==> config.mk <==
export PLATFORM = sky130hd
export DESIGN_NAME = g2dc_div
export DESIGN_NICKNAME = d
export VERILOG_FILES = /design/src/design/g2dc_pkg.sv /design/src/design/g2dc_div.sv
export SDC_FILE = /design/constraint.sdc
export NUM_CORES = 2
export LEC_CHECK = 0
export BUFFER_PORTS_ARGS = -buffer_cell sky130_fd_sc_hd__buf_2
export CORE_MARGIN = 2
export CORE_UTILIZATION = 55
export CTS_CLUSTER_SIZE = 16
export DETAILED_ROUTE_END_ITERATION = 8
export GPL_TIMING_DRIVEN = 0
export PLACE_DENSITY_LB_ADDON = 0.1
export SLEW_MARGIN = 20
export SYNTH_ARGS = -nofsm -noshare
export SYNTH_HDL_FRONTEND = slang
export SYNTH_SLANG_ARGS = --single-unit
==> constraint.sdc <==
create_clock -name clk -period 9.5 [get_ports clk]
set_clock_uncertainty 0.15 [all_clocks]
set_input_delay 0.95 -clock clk [delete_from_list [all_inputs] [get_ports clk]]
set_output_delay 0.95 -clock clk [all_outputs]
set_load 0.03 [all_outputs]
==> src/design/g2dc_pkg.sv <==
// Shared constants, types and tables for the Gaussian conic and tile bounds pipeline.
package g2dc_pkg;

    // Default module parameters
    localparam int TILE_SIZE_DEF = 16;
    localparam int MAX_DIM_DEF   = 4096;

    // Field widths
    localparam int POS_W    = 16;
    localparam int SIGMA_W  = 16;
    localparam int ANGLE_W  = 16;
    localparam int CFG_W    = 16;
    localparam int DIM_W    = 13;
    localparam int RF_W     = 16;
    localparam int CENTER_W = 21;
    localparam int CONIC_W  = 32;
    localparam int BOX_W    = 13;
    localparam int TILE_W   = 9;

    // Configuration register indexes
    localparam logic [1:0] CFG_IMAGE_WIDTH   = 2'd0;
    localparam logic [1:0] CFG_IMAGE_HEIGHT  = 2'd1;
    localparam logic [1:0] CFG_RADIUS_FACTOR = 2'd2;

    localparam logic [DIM_W-1:0] IMAGE_WIDTH_RST   = 13'd1024;
    localparam logic [DIM_W-1:0] IMAGE_HEIGHT_RST  = 13'd1024;
    localparam logic [RF_W-1:0]  RADIUS_FACTOR_RST = 16'd12288;

    // Angle folding, Q.16
    localparam int FOLD_W = 22;
    localparam logic signed [FOLD_W-1:0] PI_Q16      = 22'sd205887;
    localparam logic signed [FOLD_W-1:0] TWO_PI_Q16  = 22'sd411775;
    localparam logic signed [FOLD_W-1:0] HALF_PI_Q16 = 22'sd102944;

    // CORDIC
    localparam int CORDIC_STEPS = 16;
    localparam int XW           = 20;
    localparam int ZW           = 20;
    localparam int TRIG_W       = 18;
    localparam logic signed [XW-1:0] CORDIC_K_Q16 = 20'sd39797;
    localparam logic signed [XW-1:0] ONE_Q16      = 20'sd65536;
    localparam logic signed [ZW-1:0] ATAN_TAB [CORDIC_STEPS] = '{
        20'sd51472, 20'sd30386, 20'sd16055, 20'sd8150, 20'sd4091, 20'sd2047,
        20'sd1024, 20'sd512, 20'sd256, 20'sd128, 20'sd64, 20'sd32,
        20'sd16, 20'sd8, 20'sd4, 20'sd2
    };

    // Radius divider: numerator is radius_factor * 256 + min - 1
    localparam int NUM_W     = RF_W + 8 + 1;
    localparam int DIV_STEPS = NUM_W;

    // Pipeline stage numbers (stage 1 is the input register)
    localparam int CORDIC_AT = 1 + CORDIC_STEPS + 1;
    localparam int CONIC_AT  = CORDIC_AT + 3;
    localparam int DIV_AT    = 1 + DIV_STEPS;
    localparam int LAT       = DIV_AT + 2;

    typedef struct packed {
        logic        [CONIC_W-1:0] xx;
        logic signed [CONIC_W-1:0] xy;
        logic        [CONIC_W-1:0] yy;
    } conic_t;

endpackage

==> src/design/g2dc_div.sv <==
// Pipelined restoring divider, one quotient bit per stage.
module g2dc_div (
    input  logic                               clk,
    input  logic                               en,
    input  logic [g2dc_pkg::NUM_W-1:0]         num,
    input  logic [g2dc_pkg::SIGMA_W-1:0]       den,
    output logic [g2dc_pkg::NUM_W-1:0]         quo
);
    import g2dc_pkg::*;

    for (genvar j = 0; j < DIV_STEPS; j++) begin : g_step
        localparam int BIT = NUM_W - 1 - j;
        logic [SIGMA_W-1:0] ri;
        logic [NUM_W-1:0]   ni;
        logic [SIGMA_W-1:0] di;
        logic [NUM_W-1:0]   qi;
        logic [SIGMA_W:0]   trial;
        logic               ge;
        logic [SIGMA_W-1:0] rem_next;
        logic [NUM_W-1:0]   quo_next;
        logic [SIGMA_W-1:0] rem_reg;
        logic [NUM_W-1:0]   num_reg;
        logic [SIGMA_W-1:0] den_reg;
        logic [NUM_W-1:0]   quo_reg;

        if (j == 0) begin : g_first
            assign ri = '0;
            assign ni = num;
            assign di = den;
            assign qi = '0;
        end else begin : g_rest
            assign ri = g_step[j-1].rem_reg;
            assign ni = g_step[j-1].num_reg;
            assign di = g_step[j-1].den_reg;
            assign qi = g_step[j-1].quo_reg;
        end

        always_comb
        begin
            trial = {ri, ni[BIT]};
            ge = (trial >= {1'b0, di});
            rem_next = ge ? SIGMA_W'(trial - {1'b0, di}) : SIGMA_W'(trial);
            quo_next = qi;
            quo_next[BIT] = ge;
        end

        always_ff @(posedge clk)
        begin
            if (en)
            begin
                rem_reg <= rem_next;
                num_reg <= ni;
                den_reg <= di;
                quo_reg <= quo_next;
            end
        end
    end

    assign quo = g_step[DIV_STEPS-1].quo_reg;

endmodule

==> flow_summary.json <==
{
  "outcome": "complete, no violations",
  "cts_buffers": 149,
  "worst-path-max-fanout": 10,
  "post-route-util_pct": 61.5,
  "synth_fa_ha_area_share_pct": 8.25,
  "multi_input_area_um2": 20200,
  "grt_max_degree": 153,
  "grt_pass1_wl_um": 184000,
  "fin_crit_sh_pct": 45.8,
  "p_switching_mw": 7.38,
  "p_leak_nw": 27.8,
  "die_w_um": 345,
  "synth_top_cell_by_area": "edfxtp_1",
  "yosys_warnings": 0,
  "viasPerCell": 5.50,
  "swShare_pct": 32.5,
  "clkSlewWorstSetupHoldPaths_ns": 0.06,
  "portBuffers": 67,
  "synth_cell_type_count": 75,
  "nNetsFinal": 5353,
  "end_kind": "flop",
  "relSlewSlack_pct": 30.5,
  "overflow": 0,
  "coreArea_um2": 116000,
  "clockBufferDepth": 3,
  "grt_setup_unrepaired": "false",
  "powerDensity_nw_per_um2": 318,
  "synthXorXnorAreaFrac_pct": 3.58,
  "crit_chain": "inv_1 > ha_1 > nor2b_1 > o21ai_0 > a311oi_1 > o41ai_1 > a31oi_1 > o21a_1 > nor3_1 > clkbuf_1 > o21ai_0",
  "syn_area_per_cell_um2": 13.7,
  "cts_tree": "done",
  "placed_cell_area_um2": 66700,
  "critPathSlowestCell": "nor3_1",
  "die_y_um": 345,
  "start_util_pct": 55.3,
  "p_comb_share_pct": 35.7,
  "worstHoldPathType": "in -> reg",
  "antenna_left": 0,
  "hpwlAfterDp_um": 79700,
  "register_area_um2": 41800,
  "power.share.clock_pct": 24.1,
  "synthMuxAreaShare_pct": 3.59,
  "pwr-share-seq_pct": 40.1,
  "synth_seq_cells": 1393,
  "critPathRequiredTime_ns": 9.79,
  "cts.htree.levels": 4,
  "final_cell_area_um2": 71300,
  "synth_fp_nets": 5125,
  "yosys.area_share.simple_pct": 6.90,
  "whs_ns": 0.228,
  "yosysSeqAreaShare_pct": 65.2,
  "area_growth_pct": 11.2,
  "synthCells": 4673,
  "num-fill-cells": 8907,
  "hold_viol": 0,
  "row_count": 125,
  "vias": 35949,
  "cts_resized": 0,
  "p_int_mw": 15.3,
  "drive_above_1_share_pct": 9.94,
  "cp_common_cell": "o21ai_0",
  "synth_area_leaders": "edfxtp_1 (65%), ha_1 (7.5%), mux2_2 (3.0%), inv_1 (2.8%), a21oi_1 (2.3%)",
  "ff2ff_setup_slack_ns": 5.15,
  "root_buffer": "clkbuf_16",
  "clk-insertion-delay-late_ns": 0.75,
  "dieArea_um2": 119000,
  "cts_setup_buffers": 0,
  "cp.arrival_ns": 4.64,
  "syn_area_um2": 64100,
  "slowest_delay_ns": 0.64,
  "synth-compound-area-share_pct": 9.18,
  "grt_antenna_before_repair": 0,
  "worstSetupPathType": "reg -> reg",
  "maxCapViolCount": 0,
  "drc": 0,
  "first_pass_iters": 5,
  "ir_worst_vdd_v": 0.000196,
  "fmaxAchievable_mhz": 230,
  "drt_iter0_drc": 2944,
  "finalSetupViolations": 0,
  "synth_top_family_by_area": "compound AO/OA/AOI/OAI gates",
  "synth_enable_flop_cells": 1393,
  "gp_congestion": 0.877,
  "synth_flop_cell": "edfxtp_1",
  "drt-total-wl_um": 113000,
  "worstSetupStartpointType": "flop",
  "wire_per_inst_um": 17.3,
  "instances_no_fill": 6535,
  "cts.sinks": 1393,
  "async_flop_share_pct": 0,
  "setup_tns_ns": 0,
  "grt_pass1_vias": 35478,
  "ios": 68,
  "synth_top_area_share_pct": 65.2,
  "tightest_slew_ns": 1.04,
  "dp_cells": 6274,
  "insertedDiodeCount": 0,
  "ctsHoldBuffers": 0,
  "min_period_ns": 4.35,
  "grt_use_total_pct": 19.1,
  "slew_violations": 0
}
==> power by group through the flow <==
stage,combinational [mW],clock [mW],sequential (mW)
final,8.10,5.47,9.11
after global routing,9.09,5.89,9.23
after CTS,8.09,5.65,9.13
after detailed placement,8.03,0,9.25
after global placement,7.88,0,9.49
after floorplan,6.25,0,8.97
==> cells in the final DEF, fill, tap and decap left out, drive strengths merged, types with 70 or more instances in the layout <==
cell type	count
a21o	114
inv	485
nor2	320
edfxtp	1393
buf	95
o21ai	212
ha	386
mux2	177
xor2	113
xnor2	149
a21oi	299
nor2b	70
nand2	175
clkbuf	226
nor3	77
==> through the flow <==
step | total power [mW] | setup WS, ns
final | 22.7 | 5.15
after global routing | 24.2 | 4.84
after CTS | 22.9 | 5.30
after detailed placement | 17.3 | 4.56
after global placement | 17.4 | -14.22
after floorplan | 15.2 | 6.12
==> critical path, delay by kind of cell, from the launching register on <==
kind | cells | cell delay (ns)
compound gates | 6 | 1.82
fa+ha+maj | 1 | 0.23
simple gates | 2 | 0.78
flops | 1 | 0.47
buf+inv | 2 | 0.57
==> layer usage <==
metal / global-route usage [%] / up-vias / share of wire (%)
li1: - / 17813 / -
met1: 25.7 / 17284 / 45
met2: 32.0 / 634 / 49
met3: 2.93 / 218 / 3.7
met4: 6.46 / 0 / 2.7
met5: 0 / - / 0
==> synthesized netlist by cell type, drive strengths merged, types with 49 or more instances <==
| cell | instances |
|---|---|
| a21o | 114 |
| a21oi | 299 |
| clkbuf | 49 |
| edfxtp | 1393 |
| ha | 386 |
| inv | 481 |
| mux2 | 177 |
| nand2 | 175 |
| nand3 | 69 |
| nor2 | 320 |
| nor2b | 70 |
| nor3 | 77 |
| o21a | 66 |
| o21ai | 212 |
| xnor2 | 149 |
| xor2 | 113 |
==> final timing paths <==
path,startpoint,endpoint,cells past startpoint
max,g_step[3].den_reg[1],g_step[4].rem_reg[2],11
max reg2reg,g_step[3].den_reg[1],g_step[4].rem_reg[2],11
min,num[21],g_step[0].num_reg[21],1
min reg2reg,g_step[4].num_reg[6],g_step[5].num_reg[6],0
==> kinds of logic after synthesis <==
family	Yosys count
muxes	206
and+or+nand+nor	917
adders and majority gates	409
DFF	1393
xor gates and xnor gates	262
buffers and inverters	548
AOI/OAI and AO/OA	938
==> area by class of cell <==
cell class,count,share of cell area [%]
clock inverters,84,1.08
repair buffers,77,0.877
plain buffers,67,0.409
clock buffers,177,5.44
inverters,481,2.53
well taps,1524,2.67
multi-input cells,2732,28.3
flip-flops and latches,1393,58.7
Power figures use the tool's default switching activity.
