$ cat config.mk
export PLATFORM = sky130hd
export DESIGN_NAME = g2dc_cordic
export DESIGN_NICKNAME = d
export VERILOG_FILES = /design/src/design/g2dc_pkg.sv /design/src/design/g2dc_cordic.sv
export SDC_FILE = /design/constraint.sdc
export NUM_CORES = 2
export LEC_CHECK = 0
export ABC_AREA = 1
export BUFFER_PORTS_ARGS = -buffer_cell sky130_fd_sc_hd__buf_2
export CORE_MARGIN = 5
export CORE_UTILIZATION = 40
export CTS_BUF_LIST = sky130_fd_sc_hd__clkbuf_8 sky130_fd_sc_hd__clkbuf_16
export DETAILED_ROUTE_END_ITERATION = 12
export HOLD_SLACK_MARGIN = 0.1
export MAX_ROUTING_LAYER = met4
export SLEW_MARGIN = 20
export SYNTH_ARGS = -nofsm -noshare
export SYNTH_HDL_FRONTEND = slang
export SYNTH_SLANG_ARGS = --single-unit
$ cat constraint.sdc
create_clock -name clk -period 4.5 [get_ports clk]
set_input_delay 0.225 -clock clk [delete_from_list [all_inputs] [get_ports clk]]
set_output_delay 0.225 -clock clk [all_outputs]
set_load 0.005 [all_outputs]
$ cat src/design/g2dc_pkg.sv
// Shared constants, types and tables for the Gaussian conic and tile bounds pipeline.
package g2dc_pkg;

    // Default module parameters
    localparam int TILE_SIZE_DEF = 16;
    localparam int MAX_DIM_DEF   = 4096;

    // Field widths
    localparam int POS_W    = 16;
    localparam int SIGMA_W  = 16;
    localparam int ANGLE_W  = 16;
    localparam int CFG_W    = 16;
    localparam int DIM_W    = 13;
    localparam int RF_W     = 16;
    localparam int CENTER_W = 21;
    localparam int CONIC_W  = 32;
    localparam int BOX_W    = 13;
    localparam int TILE_W   = 9;

    // Configuration register indexes
    localparam logic [1:0] CFG_IMAGE_WIDTH   = 2'd0;
    localparam logic [1:0] CFG_IMAGE_HEIGHT  = 2'd1;
    localparam logic [1:0] CFG_RADIUS_FACTOR = 2'd2;

    localparam logic [DIM_W-1:0] IMAGE_WIDTH_RST   = 13'd1024;
    localparam logic [DIM_W-1:0] IMAGE_HEIGHT_RST  = 13'd1024;
    localparam logic [RF_W-1:0]  RADIUS_FACTOR_RST = 16'd12288;

    // Angle folding, Q.16
    localparam int FOLD_W = 22;
    localparam logic signed [FOLD_W-1:0] PI_Q16      = 22'sd205887;
    localparam logic signed [FOLD_W-1:0] TWO_PI_Q16  = 22'sd411775;
    localparam logic signed [FOLD_W-1:0] HALF_PI_Q16 = 22'sd102944;

    // CORDIC
    localparam int CORDIC_STEPS = 16;
    localparam int XW           = 20;
    localparam int ZW           = 20;
    localparam int TRIG_W       = 18;
    localparam logic signed [XW-1:0] CORDIC_K_Q16 = 20'sd39797;
    localparam logic signed [XW-1:0] ONE_Q16      = 20'sd65536;
    localparam logic signed [ZW-1:0] ATAN_TAB [CORDIC_STEPS] = '{
        20'sd51472, 20'sd30386, 20'sd16055, 20'sd8150, 20'sd4091, 20'sd2047,
        20'sd1024, 20'sd512, 20'sd256, 20'sd128, 20'sd64, 20'sd32,
        20'sd16, 20'sd8, 20'sd4, 20'sd2
    };

    // Radius divider: numerator is radius_factor * 256 + min - 1
    localparam int NUM_W     = RF_W + 8 + 1;
    localparam int DIV_STEPS = NUM_W;

    // Pipeline stage numbers (stage 1 is the input register)
    localparam int CORDIC_AT = 1 + CORDIC_STEPS + 1;
    localparam int CONIC_AT  = CORDIC_AT + 3;
    localparam int DIV_AT    = 1 + DIV_STEPS;
    localparam int LAT       = DIV_AT + 2;

    typedef struct packed {
        logic        [CONIC_W-1:0] xx;
        logic signed [CONIC_W-1:0] xy;
        logic        [CONIC_W-1:0] yy;
    } conic_t;

endpackage

$ cat src/design/g2dc_cordic.sv
// Pipelined CORDIC: one rotation step per stage, then saturation and sign fix.
module g2dc_cordic (
    input  logic                                clk,
    input  logic                                en,
    input  logic signed [g2dc_pkg::ZW-1:0]      angle_z,
    input  logic                                neg,
    output logic signed [g2dc_pkg::TRIG_W-1:0]  cos_q,
    output logic signed [g2dc_pkg::TRIG_W-1:0]  sin_q
);
    import g2dc_pkg::*;

    logic signed [TRIG_W-1:0] cos_reg;
    logic signed [TRIG_W-1:0] sin_reg;
    logic signed [XW-1:0]     x_sat;
    logic signed [XW-1:0]     y_sat;
    logic signed [TRIG_W-1:0] cos_next;
    logic signed [TRIG_W-1:0] sin_next;

    for (genvar i = 0; i < CORDIC_STEPS; i++) begin : g_iter
        logic signed [XW-1:0] xi;
        logic signed [XW-1:0] yi;
        logic signed [ZW-1:0] zi;
        logic                 ni;
        logic signed [XW-1:0] x_reg;
        logic signed [XW-1:0] y_reg;
        logic signed [ZW-1:0] z_reg;
        logic                 neg_reg;

        if (i == 0) begin : g_first
            assign xi = CORDIC_K_Q16;
            assign yi = '0;
            assign zi = angle_z;
            assign ni = neg;
        end else begin : g_rest
            assign xi = g_iter[i-1].x_reg;
            assign yi = g_iter[i-1].y_reg;
            assign zi = g_iter[i-1].z_reg;
            assign ni = g_iter[i-1].neg_reg;
        end

        always_ff @(posedge clk)
        begin
            if (en)
            begin
                if (zi >= 0)
                begin
                    x_reg <= xi - (yi >>> i);
                    y_reg <= yi + (xi >>> i);
                    z_reg <= zi - ATAN_TAB[i];
                end
                else
                begin
                    x_reg <= xi + (yi >>> i);
                    y_reg <= yi - (xi >>> i);
                    z_reg <= zi + ATAN_TAB[i];
                end
                neg_reg <= ni;
            end
        end
    end

    always_comb
    begin
        x_sat = g_iter[CORDIC_STEPS-1].x_reg;
        y_sat = g_iter[CORDIC_STEPS-1].y_reg;
        if (x_sat > ONE_Q16)
            x_sat = ONE_Q16;
        else if (x_sat < -ONE_Q16)
            x_sat = -ONE_Q16;
        if (y_sat > ONE_Q16)
            y_sat = ONE_Q16;
        else if (y_sat < -ONE_Q16)
            y_sat = -ONE_Q16;
        // fold back the half-turn removed before rotation
        if (g_iter[CORDIC_STEPS-1].neg_reg)
        begin
            x_sat = -x_sat;
            y_sat = -y_sat;
        end
        cos_next = TRIG_W'(x_sat);
        sin_next = TRIG_W'(y_sat);
    end

    always_ff @(posedge clk)
    begin
        if (en)
        begin
            cos_reg <= cos_next;
            sin_reg <= sin_next;
        end
    end

    assign cos_q = cos_reg;
    assign sin_q = sin_reg;

endmodule

==> flow_summary_export.csv <==
group,metric,value,unit
logic_synthesis,synth.avg_cell_area,8.53,um^2
flow_run,maxCapViolCount,0,
global_route,grt_overflow,0,
timing,rsz0062_at_grt,"no",
timing,worstMarginPinSlew,980,ps
worst_setup_path,cp-start-kind,"primary input",
detailed_routing,vias,59700,
detailed_routing,routed_wirelength,192,mm
finish,drive_gt1_share,4.22,%
worst_setup_path,criticalPathCategory,"primary input to flip-flop",
place,dp_hpwl,155,mm
clocking,clk_pin_slew,60,ps
logic_synthesis,syn_area,74300,um^2
floorplan,num_io_pins,59,
detailed_routing,post_drt_wl_per_cell,16.8,um
clocking,cts_setup_buffers,0,
worst_setup_path,endpoint_kind,"flip-flop",
timing,final_max_slew_viol_count,0,
finish,syn_to_final_growth,10.1,%
worst_setup_path,critPathMaxFanout,12,
finish,n_antenna_cell,0,
timing,slew_headroom,34.6,%
floorplan,initial_core_util,40.1,%
timing,finalSetupTns,0,ps
worst_setup_path,cp.required,4980,ps
logic_synthesis,synth_top_area_share,37.5,%
logic_synthesis,synth_edf_count,927,
logic_synthesis,yosysTopAreaCell,"edfxtp_1",
logic_synthesis,ys_seq_area_share,37.5,%
timing,hold_violations,0,
logic_synthesis,synth_fp_nets,9603,
logic_synthesis,yosys-top-cells-area,"edfxtp_1 37%, ha_1 14%, nand2_1 8.7%",
global_route,groute.usage.overall,20.1,%
timing,setup_viol,0,
logic_synthesis,ys.warnings.count,0,
floorplan,core_area,185000,um^2
clocking,cts_buffer_depth,3,
place,portBuffers,58,
clocking,cts_sinks,927,
logic_synthesis,ys_types,66,
floorplan,dieArea,194000,um^2
logic_synthesis,synth_cells,8708,
finish,largest_reg_flops,281,
place,finalWeightedCongestion,0.938,
clocking,clk-insertion-delay-late,750,ps
floorplan,die_h,441,um
timing,post-route-min-period,4110,ps
status,status,"completed",
detailed_routing,postRouteAntennaNets,0,
floorplan,die_w,441,um
clocking,cts_tree,"built",
logic_synthesis,synth_ff_type,"edfxtp_1",
clocking,ctsRootBufferMaster,"clkbuf_16",
min_path,hp-class,"primary input to flip-flop",
worst_setup_path,r2r_cells,18,
finish,finish.net_count,9787,
global_route,grt_max_degree,127,
logic_synthesis,ys_ff_latch,927,
clocking,cts_made_buffers,109,
detailed_routing,dr.pass1.iters,6,
timing,period_share,91.3,%
worst_setup_path,cp.arrival,4590,ps
detailed_routing,drt_iter0_drc,3794,
detailed_routing,remaining_drc_errors,0,
min_path,whs_path_depth,2,
detailed_routing,viasPerCell,5.21,
global_route,antenna_found_initial,0,
timing,fin_skew,44.8,ps
logic_synthesis,async_flop_share,0,%
global_route,grt_pass1_vias,58500,
global_route,grt_pass1_wl,309,mm
clocking,ctsHtreeMaxLevel,3,
floorplan,row_count,158,
timing,fmax,243,MHz
-- critical path: stages --
cell and delay [ps]:
dlygate4sd3_1 550, buf_2 130, nor4_1 450, nand4_1 220
nand2_1 110, dlygate4sd3_1 570, buf_4 210, inv_1 160
ha_1 370, a21oi_1 140, a21boi_1 320, o21ai_0 190
nand3_1 130, nand2_1 80, xor2_1 150, dlygate4sd3_1 570
-- synth_stat cells, types with 6 or more instances --
master	count
and3_1	30
nand2_2	24
o21ai_1	40
nand3_1	405
inv_2	11
xor2_1	651
a21boi_0	21
a211oi_1	6
o21ai_0	510
nor2_1	781
and2_1	9
clkbuf_1	12
xnor2_1	299
nor4_1	75
buf_4	6
a21oi_1	818
nand3b_1	18
nand2_1	1722
o31ai_1	20
a31oi_1	48
nand3_2	8
inv_1	917
or2_2	7
a21o_1	45
o21bai_1	47
nor3_1	102
ha_1	827
o21ai_2	27
nand4_1	103
buf_2	34
fa_1	45
o211ai_1	14
o21a_1	28
edfxtp_1	927
-- logic make-up after synthesis --
family,after synthesis,synth area share [%]
adder cells (fa/ha/maj),872,15.1
XOR/XNOR,951,11.2
buffers and inverters,987,5.14
flip-flops,927,37.5
AO/OA/AOI/OAI,1650,12.1
other,1,0.00505
AND/OR/NAND/NOR,3320,18.9
-- cell type report --
cell class              instances  area (um^2)
inverters                     928         3480
clock buffers                 112         2800
multi-input cells            6794        42600
repair buffers                132          993
flip-flops and latches        927        27800
clock inverters                91          940
fillers                     18200       103000
well taps                    2480         3100
-- final timing paths --
path	startpoint	end	slack, ps
worst max-delay path	angle_z[3]	g_iter[0].z_reg[13]	390
worst min-delay path	neg	g_iter[0].neg_reg	210
worst max register to register	g_iter[6].z_reg[10]	g_iter[7].y_reg[17]	500
worst min register to register	g_iter[6].neg_reg	g_iter[7].neg_reg	410
-- layout by cell type (no fill, tap or decap), types with 45 or more instances in the layout --
cell	Yosys	routed
a21o_1	45	45
a21oi_1	818	818
a31oi_1	48	48
buf_2	34	57
clkbuf_16	0	112
edfxtp_1	927	927
fa_1	45	45
ha_1	827	827
inv_1	917	931
nand2_1	1722	1722
nand3_1	405	405
nand4_1	103	103
nor2_1	781	781
nor3_1	102	102
nor4_1	75	75
o21ai_0	510	510
o21bai_1	47	47
xnor2_1	299	299
xor2_1	651	651
-- through the flow --
step	instances	util [%]	hold WS [ps]	area [um^2]	setup slack, ps
floorplan	8708	-	324	74300	1010
global placement	11200	42.0	403	77800	583
detailed placement	11200	42.0	407	77800	565
CTS	11500	44.2	130	81800	475
global route	11500	44.2	160	81800	150
finish	11500	44.2	210	81800	392
-- per-layer routing --
layer  share of wire, %  vias to the layer above  global-route usage (%)
met5                  0                        -                       -
li1                   -                    30300                       -
met1                 45                    27900                    24.9
met3                3.4                      328                    1.99
met2                 49                     1103                    34.5
met4                3.4                        0                    6.63
-- what timing repair did --
item	in CTS	in global routing
hold buffers	25	0
setup endpoints to repair	0	1
endpoints found under the hold margin	46	0
resized for setup	0	1
Power is not shown: default switching activity piles up to over one toggle a cycle in this logic, so the estimate is an artifact.
