<file path="src/design/g2dc_pkg.sv">
// Shared constants, types and tables for the Gaussian conic and tile bounds pipeline.
package g2dc_pkg;

    // Default module parameters
    localparam int TILE_SIZE_DEF = 16;
    localparam int MAX_DIM_DEF   = 4096;

    // Field widths
    localparam int POS_W    = 16;
    localparam int SIGMA_W  = 16;
    localparam int ANGLE_W  = 16;
    localparam int CFG_W    = 16;
    localparam int DIM_W    = 13;
    localparam int RF_W     = 16;
    localparam int CENTER_W = 21;
    localparam int CONIC_W  = 32;
    localparam int BOX_W    = 13;
    localparam int TILE_W   = 9;

    // Configuration register indexes
    localparam logic [1:0] CFG_IMAGE_WIDTH   = 2'd0;
    localparam logic [1:0] CFG_IMAGE_HEIGHT  = 2'd1;
    localparam logic [1:0] CFG_RADIUS_FACTOR = 2'd2;

    localparam logic [DIM_W-1:0] IMAGE_WIDTH_RST   = 13'd1024;
    localparam logic [DIM_W-1:0] IMAGE_HEIGHT_RST  = 13'd1024;
    localparam logic [RF_W-1:0]  RADIUS_FACTOR_RST = 16'd12288;

    // Angle folding, Q.16
    localparam int FOLD_W = 22;
    localparam logic signed [FOLD_W-1:0] PI_Q16      = 22'sd205887;
    localparam logic signed [FOLD_W-1:0] TWO_PI_Q16  = 22'sd411775;
    localparam logic signed [FOLD_W-1:0] HALF_PI_Q16 = 22'sd102944;

    // CORDIC
    localparam int CORDIC_STEPS = 16;
    localparam int XW           = 20;
    localparam int ZW           = 20;
    localparam int TRIG_W       = 18;
    localparam logic signed [XW-1:0] CORDIC_K_Q16 = 20'sd39797;
    localparam logic signed [XW-1:0] ONE_Q16      = 20'sd65536;
    localparam logic signed [ZW-1:0] ATAN_TAB [CORDIC_STEPS] = '{
        20'sd51472, 20'sd30386, 20'sd16055, 20'sd8150, 20'sd4091, 20'sd2047,
        20'sd1024, 20'sd512, 20'sd256, 20'sd128, 20'sd64, 20'sd32,
        20'sd16, 20'sd8, 20'sd4, 20'sd2
    };

    // Radius divider: numerator is radius_factor * 256 + min - 1
    localparam int NUM_W     = RF_W + 8 + 1;
    localparam int DIV_STEPS = NUM_W;

    // Pipeline stage numbers (stage 1 is the input register)
    localparam int CORDIC_AT = 1 + CORDIC_STEPS + 1;
    localparam int CONIC_AT  = CORDIC_AT + 3;
    localparam int DIV_AT    = 1 + DIV_STEPS;
    localparam int LAT       = DIV_AT + 2;

    typedef struct packed {
        logic        [CONIC_W-1:0] xx;
        logic signed [CONIC_W-1:0] xy;
        logic        [CONIC_W-1:0] yy;
    } conic_t;

endpackage

</file>
<file path="src/design/g2dc_bounds.sv">
// Pixel box from centre and radius, clamped to the image, then end tile indices.
module g2dc_bounds #(
    parameter int TILE_SIZE = g2dc_pkg::TILE_SIZE_DEF,
    parameter int DW        = 13,
    parameter int CXW       = 21
) (
    input  logic                        clk,
    input  logic                        en,
    input  logic [CXW-1:0]              cx,
    input  logic [CXW-1:0]              cy,
    input  logic [g2dc_pkg::NUM_W-1:0]  radius,
    input  logic [DW-1:0]               w,
    input  logic [DW-1:0]               h,
    output logic [CXW-1:0]              center_x,
    output logic [CXW-1:0]              center_y,
    output logic [DW-1:0]               x_start,
    output logic [DW-1:0]               y_start,
    output logic [DW-1:0]               x_end,
    output logic [DW-1:0]               y_end,
    output logic [DW-1:0]               tx_end,
    output logic [DW-1:0]               ty_end
);
    import g2dc_pkg::*;

    localparam int SW = ((CXW > NUM_W) ? CXW : NUM_W) + 2;
    localparam int TL = $clog2(TILE_SIZE);
    localparam int SH = DW + TL;
    localparam logic [SH:0] RECIP =
        (SH+1)'(((longint'(1) << SH) + TILE_SIZE - 1) / TILE_SIZE);

    function automatic logic [DW-1:0] lo_edge(input logic [CXW-1:0] c,
                                              input logic [NUM_W-1:0] r,
                                              input logic [DW-1:0] lim);
        logic signed [SW-1:0] d;
        logic signed [SW-1:0] dp;
        logic        [DW-1:0] res;
        d = SW'(c) - SW'(r);
        dp = d >>> 8;
        if (d[SW-1])
            res = '0;
        else if (dp > SW'(lim))
            res = lim;
        else
            res = DW'(dp);
        return res;
    endfunction

    function automatic logic [DW-1:0] hi_edge(input logic [CXW-1:0] c,
                                              input logic [NUM_W-1:0] r,
                                              input logic [DW-1:0] lim);
        logic [SW-1:0] s;
        logic [SW-1:0] sp;
        logic [DW-1:0] res;
        s = SW'(c) + SW'(r) + SW'(255);
        sp = (s >> 8) + SW'(1);
        if (sp > SW'(lim))
            res = lim;
        else
            res = DW'(sp);
        return res;
    endfunction

    // floor(x / TILE_SIZE) by reciprocal, exact for every DW-bit x
    function automatic logic [DW-1:0] tdiv(input logic [DW-1:0] x);
        logic [DW+SH:0] p;
        p = x * RECIP;
        return DW'(p >> SH);
    endfunction

    logic [CXW-1:0] cx_reg, cy_reg;
    logic [DW-1:0]  x0_reg, x1_reg, y0_reg, y1_reg;
    logic [CXW-1:0] center_x_reg, center_y_reg;
    logic [DW-1:0]  x_start_reg, y_start_reg, x_end_reg, y_end_reg;
    logic [DW-1:0]  tx_end_reg, ty_end_reg;
    logic           empty;
    logic [DW-1:0]  tx_end_next, ty_end_next;

    always_ff @(posedge clk)
    begin
        if (en)
        begin
            cx_reg <= cx;
            cy_reg <= cy;
            x0_reg <= lo_edge(cx, radius, w);
            x1_reg <= hi_edge(cx, radius, w);
            y0_reg <= lo_edge(cy, radius, h);
            y1_reg <= hi_edge(cy, radius, h);
        end
    end

    always_comb
    begin
        empty = (x0_reg >= x1_reg) || (y0_reg >= y1_reg);
        // an empty box ends where it starts
        if (empty)
        begin
            tx_end_next = tdiv(x0_reg);
            ty_end_next = tdiv(y0_reg);
        end
        else
        begin
            tx_end_next = tdiv(DW'(x1_reg - 1'b1)) + DW'(1);
            ty_end_next = tdiv(DW'(y1_reg - 1'b1)) + DW'(1);
        end
    end

    always_ff @(posedge clk)
    begin
        if (en)
        begin
            center_x_reg <= cx_reg;
            center_y_reg <= cy_reg;
            x_start_reg  <= x0_reg;
            y_start_reg  <= y0_reg;
            x_end_reg    <= x1_reg;
            y_end_reg    <= y1_reg;
            tx_end_reg   <= tx_end_next;
            ty_end_reg   <= ty_end_next;
        end
    end

    assign center_x = center_x_reg;
    assign center_y = center_y_reg;
    assign x_start  = x_start_reg;
    assign y_start  = y_start_reg;
    assign x_end    = x_end_reg;
    assign y_end    = y_end_reg;
    assign tx_end   = tx_end_reg;
    assign ty_end   = ty_end_reg;

endmodule

</file>
<file path="config.mk">
export PLATFORM = sky130hd
export DESIGN_NAME = g2dc_bounds
export DESIGN_NICKNAME = d
export VERILOG_FILES = /design/src/design/g2dc_pkg.sv /design/src/design/g2dc_bounds.sv
export SDC_FILE = /design/constraint.sdc
export NUM_CORES = 1
export LEC_CHECK = 0
export BUFFER_PORTS_ARGS = -buffer_cell sky130_fd_sc_hd__buf_2
export CORE_MARGIN = 1
export CORE_UTILIZATION = 45
export CTS_CLUSTER_SIZE = 40
export DETAILED_ROUTE_END_ITERATION = 10
export GPL_ROUTABILITY_DRIVEN = 0
export PLACE_DENSITY = 0.66
export RECOVER_POWER = 25
export SLEW_MARGIN = 20
export SYNTH_ARGS = -nofsm -noshare
export SYNTH_HDL_FRONTEND = slang
export SYNTH_SLANG_ARGS = --single-unit
export TNS_END_PERCENT = 20
</file>
<file path="constraint.sdc">
create_clock -name clk -period 8.7 [get_ports clk]
set_clock_uncertainty 0.05 [all_clocks]
set_input_delay 2.175 -clock clk [delete_from_list [all_inputs] [get_ports clk]]
set_output_delay 2.175 -clock clk [all_outputs]
set_load 0.1 [all_outputs]
</file>
==> flow_summary.yaml, run 1 <==
run_status:
  run_status: "finished, final reports clean"
worst_setup_path:
  timing.reg2reg.worst_path_depth: 14
  critPathArrivalTime_ns: 8.01
  timing.critical_path.from_type: "input port"
  r2r_end: "ty_end[4]"
  classification_of_the_worst_setup_path: "in2reg"
  worstReg2RegStart: "y1_reg[1]"
  timing.reg2reg.setup_slack_ns: 4.77
  critical_path_required_ns: 8.95
  end_kind: "flop"
  maximum_fanout_count_along_the_critical_path: 9
final_layout:
  area.growth.synth_to_final_pct: 15.1
  post-route-util_pct: 52.8
  layout.filler_cells: 2811
  share_of_cells_above_drive_strength_1_pct: 16.6
  final_nets: 1810
power_and_ir_drop:
  p_per_area_nw_per_um2: 208
  power.total_w: 0.00336
  leakage_dissipation_nw: 7.05
  vdd_drop_max_mv: 0.146
route:
  drtIter0Drc: 573
  wl_um: 33000
  route.detailed.wl_per_inst_um: 17.1
  ant_nets: 0
  vias_per_cell: 5.34
  drtPass1Iterations: 5
  remaining_drc_errors: 0
  routed-via-count: 10298
timing:
  final.setup.tns_ns: 0
  final_critical_path_setup_slack_ns: 0.940
  final-setup-viol-count: 0
  layout_min_cycle_time_ns: 7.76
  final_max_slew_viol_count: 0
  timing.slew.headroom_pct: 28.4
  unrepaired_setup_endpoints_after_global_routing: "false"
  final_cycle_utilization_of_the_critical_path_pct: 89.2
  hold_viol_final: 0
  hold_ws_ns: 0.362
  maxClockFrequency_mhz: 129
  tightest_slew_ns: 1.07
placed_design:
  port_buffers: 208
  dpl_worst_slack_ns: 0.436
  dp_hpwl_um: 26300
clocking:
  reg_clk_slew_reported_paths_ns: 0.06
  htree_num_levels: 1
  post-cts-setup-buffer-count: 0
  numClockSinks: 208
  worst_skew_pair.late_latency_ns: 0.54
  ctsResizeCount: 0
  cts_buffers: 23
  clock-root-buffer: "sky130_fd_sc_hd__clkbuf_16"
  cts.hold.buffers_added: 0
  ctsLongestPathBuffers: 3
  tritoncts: "built"
logic_synthesis:
  syn_avg_cell_area_sq_um: 10.9
  leading_post_synthesis_cells_by_instance_count: "208 x sky130_fd_sc_hd__edfxtp_1, 202 x sky130_fd_sc_hd__ha_1, 160 x sky130_fd_sc_hd__inv_1, 100 x sky130_fd_sc_hd__nor2_1, 81 x sky130_fd_sc_hd__a21oi_1"
  yosys.cell_count.top_type: "sky130_fd_sc_hd__edfxtp_1"
  ys_ff_latch: 208
  async_flop_share_pct: 0
  yosys.area.top_type: "sky130_fd_sc_hd__edfxtp_1"
  synthesis.yosys.warnings: 0
  netlist_top_cells_area: "sky130_fd_sc_hd__edfxtp_1 44%, sky130_fd_sc_hd__ha_1 18%, sky130_fd_sc_hd__inv_1 4.3%"
  synth_edf_count: 208
  synthDistinctLibCells: 73
  synth_sequential_area_ratio_pct: 44.4
  postSynthCellCount: 1295
  syn-cell-area_sq_um: 14100
  dominantRegCellSynth: "sky130_fd_sc_hd__edfxtp_1"
  synthDominantCellAreaShare_pct: 44.4
floorplan:
  num_rows: 64
  die_h_um: 179
  fp.dieArea_sq_um: 32000
  start_util_pct: 45.9
  io_pins: 215
  core_box_area_sq_um: 30700
  die_outline_width_um: 179
min_path:
  min_delay_path_depth: 0
  hold_start: "cx_reg[19]"
  min_path_type: "reg2reg"
  capture_endpoint_of_the_worst_hold_path: "center_x[19]"
grt:
  grt_first_pass_wirelength_um: 51000
  antenna_found_initial: 8
  globalRoute.totalOverflow: 0
  grt_util_all_layers_pct: 20.4
  first_global_vias: 9893
  maximum_number_of_pins_on_one_net_before_global_route_repair: 130
job:
  drv_cap: 0
metal layers:
layer / wire, um / vias to the layer above / global-route usage, %
met5: 49 / - / 0
met3: 2450 / 51 / 4.83
li1: - / 5121 / -
met1: 14800 / 4815 / 27.2
met4: 767 / 8 / 5.76
met2: 14900 / 303 / 33.0
per-stage QoR:
| stage | std cells | instance area, sq um |
|---|---|---|
| detailed placement | 1884 | 15500 |
| global route | 1925 | 16200 |
| finish | 1928 | 16200 |
| global placement | 1884 | 15500 |
| CTS | 1924 | 16200 |
| floorplan | 1300 | 14100 |
cells in the final DEF (no fill, tap or decap), drive strengths merged, types with 4 or more instances in the layout:
master  instances
ha            202
xnor2          68
edfxtp        208
nand2          44
o21bai         13
inv           162
nand2b         16
o21a           18
nor4b           4
nor3           26
xor2           24
o31ai          10
diode           4
nand4          26
nor2b          18
a21oi          81
clkbuf         65
and3            6
nor2          100
a21o           14
or4             8
o22ai           4
nor3b           7
nand3          34
a31oi           5
o211ai          5
and2            6
o31a            4
buf           172
clkinv         10
a22o            5
or3            10
conb            6
mux2           31
nor4           15
o21ai          43
mux2i          12
cell type report:
type	instances	area, sq um	share of cell area [%]
clock inverters	14	109	0.673
clock buffers	26	587	3.63
repair buffers	211	1020	6.33
diodes	4	10.0	0.0618
inverters	160	601	3.71
multi-input cells	909	7110	43.9
flip-flops and latches	208	6250	38.6
well taps	396	495	3.06
cell families (layout without fill, tap and decap cells):
| group | count (synthesis) | in the layout | share of synthesized area (%) |
|---|---|---|---|
| muxes | 43 | 43 | 3.36 |
| and+or+nand+nor | 332 | 332 | 12.6 |
| xor gates and xnor gates | 92 | 92 | 5.73 |
| DFF | 208 | 208 | 44.4 |
| other | 1 | 10 | 0.0267 |
| adders and majority gates | 202 | 202 | 18.0 |
| AOI/OAI and AO/OA | 234 | 234 | 10.7 |
| buffers and inverters | 183 | 411 | 5.20 |
where the power goes:
| group | switching (W) | internal, W | total [W] |
|---|---|---|---|
| sequential | 0.0000374 | 0.00120 | 0.00124 |
| combinational | 0.000831 | 0.000377 | 0.00121 |
| clock | 0.000402 | 0.000515 | 0.000917 |
| total | 0.00127 | 0.00209 | 0.00336 |
how the worst max path moves through the flow:
stage | to | cells past startpoint | from
6_report | y1_reg[10] | 23 | radius[5]
4_1_cts | y1_reg[10] | 23 | radius[5]
2_1_floorplan | y1_reg[10] | 23 | radius[5]
3_5_place_dp | y1_reg[10] | 23 | radius[5]
5_1_grt | y1_reg[10] | 23 | radius[5]
3_3_place_gp | y1_reg[10] | 23 | radius[5]
worst max-delay path: stages:
cell,delay (ns)
sky130_fd_sc_hd__buf_2,0.09
sky130_fd_sc_hd__inv_1,0.14
sky130_fd_sc_hd__ha_1,0.26
sky130_fd_sc_hd__inv_1,0.10
sky130_fd_sc_hd__ha_1,0.25
sky130_fd_sc_hd__a21o_1,0.18
sky130_fd_sc_hd__a2111oi_0,0.40
sky130_fd_sc_hd__o21a_1,0.29
sky130_fd_sc_hd__nor3_4,0.09
sky130_fd_sc_hd__nor4b_4,0.55
sky130_fd_sc_hd__nor2_1,0.12
sky130_fd_sc_hd__xnor2_1,0.24
sky130_fd_sc_hd__or4_1,0.55
sky130_fd_sc_hd__nor3_1,0.25
sky130_fd_sc_hd__xnor2_1,0.13
sky130_fd_sc_hd__ha_1,0.31
sky130_fd_sc_hd__nand2_1,0.06
sky130_fd_sc_hd__or4_1,0.52
sky130_fd_sc_hd__a211o_1,0.27
sky130_fd_sc_hd__a21oi_1,0.23
sky130_fd_sc_hd__nand3_1,0.23
sky130_fd_sc_hd__and2_4,0.27
sky130_fd_sc_hd__mux2_4,0.30
Power figures use the tool's default switching activity.
==> run 2: changes to the inputs <==
--- a/config.mk
+++ b/config.mk
@@ -6,12 +6,14 @@
 export NUM_CORES = 1
 export LEC_CHECK = 0
 export BUFFER_PORTS_ARGS = -buffer_cell sky130_fd_sc_hd__buf_2
+export CELL_PAD_IN_SITES_DETAIL_PLACEMENT = 2
+export CELL_PAD_IN_SITES_GLOBAL_PLACEMENT = 2
 export CORE_MARGIN = 1
-export CORE_UTILIZATION = 45
+export CORE_UTILIZATION = 38
 export CTS_CLUSTER_SIZE = 40
 export DETAILED_ROUTE_END_ITERATION = 10
 export GPL_ROUTABILITY_DRIVEN = 0
-export PLACE_DENSITY = 0.66
+export PLACE_DENSITY_LB_ADDON = 0.1
 export RECOVER_POWER = 25
 export SLEW_MARGIN = 20
 export SYNTH_ARGS = -nofsm -noshare
==> flow_summary.yaml, run 2 (synthesis gave the netlist of run 1 again) <==
job:
  drv_cap: 0
final_layout:
  layout.filler_cells: 3884
  area.growth.synth_to_final_pct: 17.0
  layout_commonest_cell: "sky130_fd_sc_hd__edfxtp_1"
  post-route-util_pct: 45.1
  final_nets: 1815
  seqCellArea_sq_um: 6250
  share_of_cells_above_drive_strength_1_pct: 17.3
  layout.cells.most_common_list: "208 x sky130_fd_sc_hd__edfxtp_1, 202 x sky130_fd_sc_hd__ha_1, 169 x sky130_fd_sc_hd__buf_2"
  multiInputGateArea_sq_um: 7120
power_and_ir_drop:
  vdd_drop_max_mv: 0.222
  switching_share_pct: 38.0
  comb_power_share_pct: 35.1
  power.sequential.fraction_pct: 34.5
  p_per_area_nw_per_um2: 219
  power_report.internal_total_w: 0.00224
  power_switching_w: 0.00137
  clock_power_share_pct: 30.4
  leakage_dissipation_nw: 7.14
grt:
  maximum_number_of_pins_on_one_net_before_global_route_repair: 87
  grt_first_pass_wirelength_um: 66000
  grt_util_all_layers_pct: 22.6
  globalRoute.totalOverflow: 0
  first_global_vias: 11646
  antenna_found_initial: 6
floorplan:
  core_box_area_sq_um: 36500
  num_rows: 70
  start_util_pct: 38.5
  fp.dieArea_sq_um: 37800
  die_h_um: 194
  io_pins: 215
  die_outline_width_um: 194
route:
  route.detailed.wl_per_inst_um: 21.1
  wl_um: 42400
  drtPass1Iterations: 5
  routed-via-count: 10670
  vias_per_cell: 5.31
  remaining_drc_errors: 0
  drtIter0Drc: 461
  ant_nets: 0
timing:
  final.setup.tns_ns: 0
  hold_ws_ns: 0.366
  tightest_slew_ns: 1.09
  hold_viol_final: 0
  maxClockFrequency_mhz: 126
  layout_min_cycle_time_ns: 7.94
  final-setup-viol-count: 0
  unrepaired_setup_endpoints_after_global_routing: "false"
  final_cycle_utilization_of_the_critical_path_pct: 91.3
  timing.slew.headroom_pct: 27.2
  final_max_slew_viol_count: 0
clocking:
  clock-root-buffer: "sky130_fd_sc_hd__clkbuf_16"
  post-cts-setup-buffer-count: 0
  tritoncts: "built"
  ctsResizeCount: 0
  reg_clk_slew_reported_paths_ns: 0.06
  htree_num_levels: 1
  cts_buffers: 26
  worst_skew_pair.late_latency_ns: 0.56
  cts.hold.buffers_added: 0
  ctsLongestPathBuffers: 3
  numClockSinks: 208
run_status:
  run_status: "finished, final reports clean"
placed_design:
  port_buffers: 208
  dp_hpwl_um: 34600
min_path:
  min_path_type: "reg2reg"
worst_setup_path:
  timing.critical_path.from_type: "input port"
  end_kind: "flop"
  critical_path_required_ns: 8.95
  critPathArrivalTime_ns: 8.19
  classification_of_the_worst_setup_path: "in2reg"
  maximum_fanout_count_along_the_critical_path: 9
-- run 2: changes by cell type in the layout (fill, tap and decap cells not counted), moves of 2 or more --
cell                        before  now
sky130_fd_sc_hd__clkinv_2        4    8
sky130_fd_sc_hd__buf_4           3    5
sky130_fd_sc_hd__clkbuf_16      23   27
sky130_fd_sc_hd__bufinv_16       1    3
sky130_fd_sc_hd__clkinv_4        0    2
-- run 2: area by class of cell --
type,instances,area share (%)
Tap cell,468,3.56
Inverter,160,3.65
Clock buffer,29,4.15
Multi-Input combinational cell,909,43.3
Timing Repair Buffer,213,6.32
Antenna cell,3,0.0456
Clock inverter,19,1.06
Sequential cell,208,38.0
-- run 2: layer usage --
| metal | track usage [%] | routed length, um |
|---|---|---|
| met3 | 4.04 | 2080 |
| met4 | 5.67 | 894 |
| met1 | 28.5 | 18700 |
| met2 | 39.7 | 20600 |
| met5 | 0 | 34 |
-- run 2: power groups by stage --
| stage | Clock [W] | Combinational [W] | Sequential, W |
|---|---|---|---|
| after CTS | 0.00113 | 0.00128 | 0.00125 |
| after floorplan | 0 | 0.000634 | 0.00155 |
| final | 0.00110 | 0.00127 | 0.00125 |
| after global placement | 0 | 0.00123 | 0.00126 |
| after detailed placement | 0 | 0.00127 | 0.00127 |
| after global routing | 0.00116 | 0.00138 | 0.00125 |
-- run 2: final timing paths --
path	startpoint	end	slack, ns	depth (start not counted)
max	cy[2]	y1_reg[10]	0.76	23
min	cx_reg[17]	center_x[17]	0.37	0
max reg2reg	y1_reg[1]	ty_end[7]	4.71	14
min reg2reg	cx_reg[17]	center_x[17]	0.37	0
-- run 2: per-stage QoR --
step                      instances  total power, W  setup WS, ns  instance area [sq um]
final                          2009         0.00361         0.757                  16500
after global routing           2007         0.00379         0.323                  16500
after CTS                      2006         0.00365         0.820                  16500
after detailed placement       1958         0.00254         0.264                  15600
after global placement         1958         0.00249         0.553                  15600
after floorplan                1300         0.00218          1.02                  14100
-- run 2: worst max-delay path, cell delays in order --
cell                       delay (ns)
sky130_fd_sc_hd__clkbuf_1        0.15
sky130_fd_sc_hd__inv_1           0.08
sky130_fd_sc_hd__ha_1            0.29
sky130_fd_sc_hd__inv_1           0.06
sky130_fd_sc_hd__ha_1            0.30
sky130_fd_sc_hd__a311oi_1        0.55
sky130_fd_sc_hd__o21ai_0         0.24
sky130_fd_sc_hd__a21oi_1         0.21
sky130_fd_sc_hd__xnor2_1         0.26
sky130_fd_sc_hd__ha_1            0.26
sky130_fd_sc_hd__and2_1          0.15
sky130_fd_sc_hd__nand4_1         0.19
sky130_fd_sc_hd__or4_1           0.59
sky130_fd_sc_hd__nor3_1          0.24
sky130_fd_sc_hd__xnor2_1         0.12
sky130_fd_sc_hd__ha_1            0.32
sky130_fd_sc_hd__nand2_1         0.07
sky130_fd_sc_hd__or4_1           0.52
sky130_fd_sc_hd__a211o_1         0.28
sky130_fd_sc_hd__a21oi_1         0.28
sky130_fd_sc_hd__nand3_1         0.28
sky130_fd_sc_hd__and2_4          0.29
sky130_fd_sc_hd__mux2_4          0.30
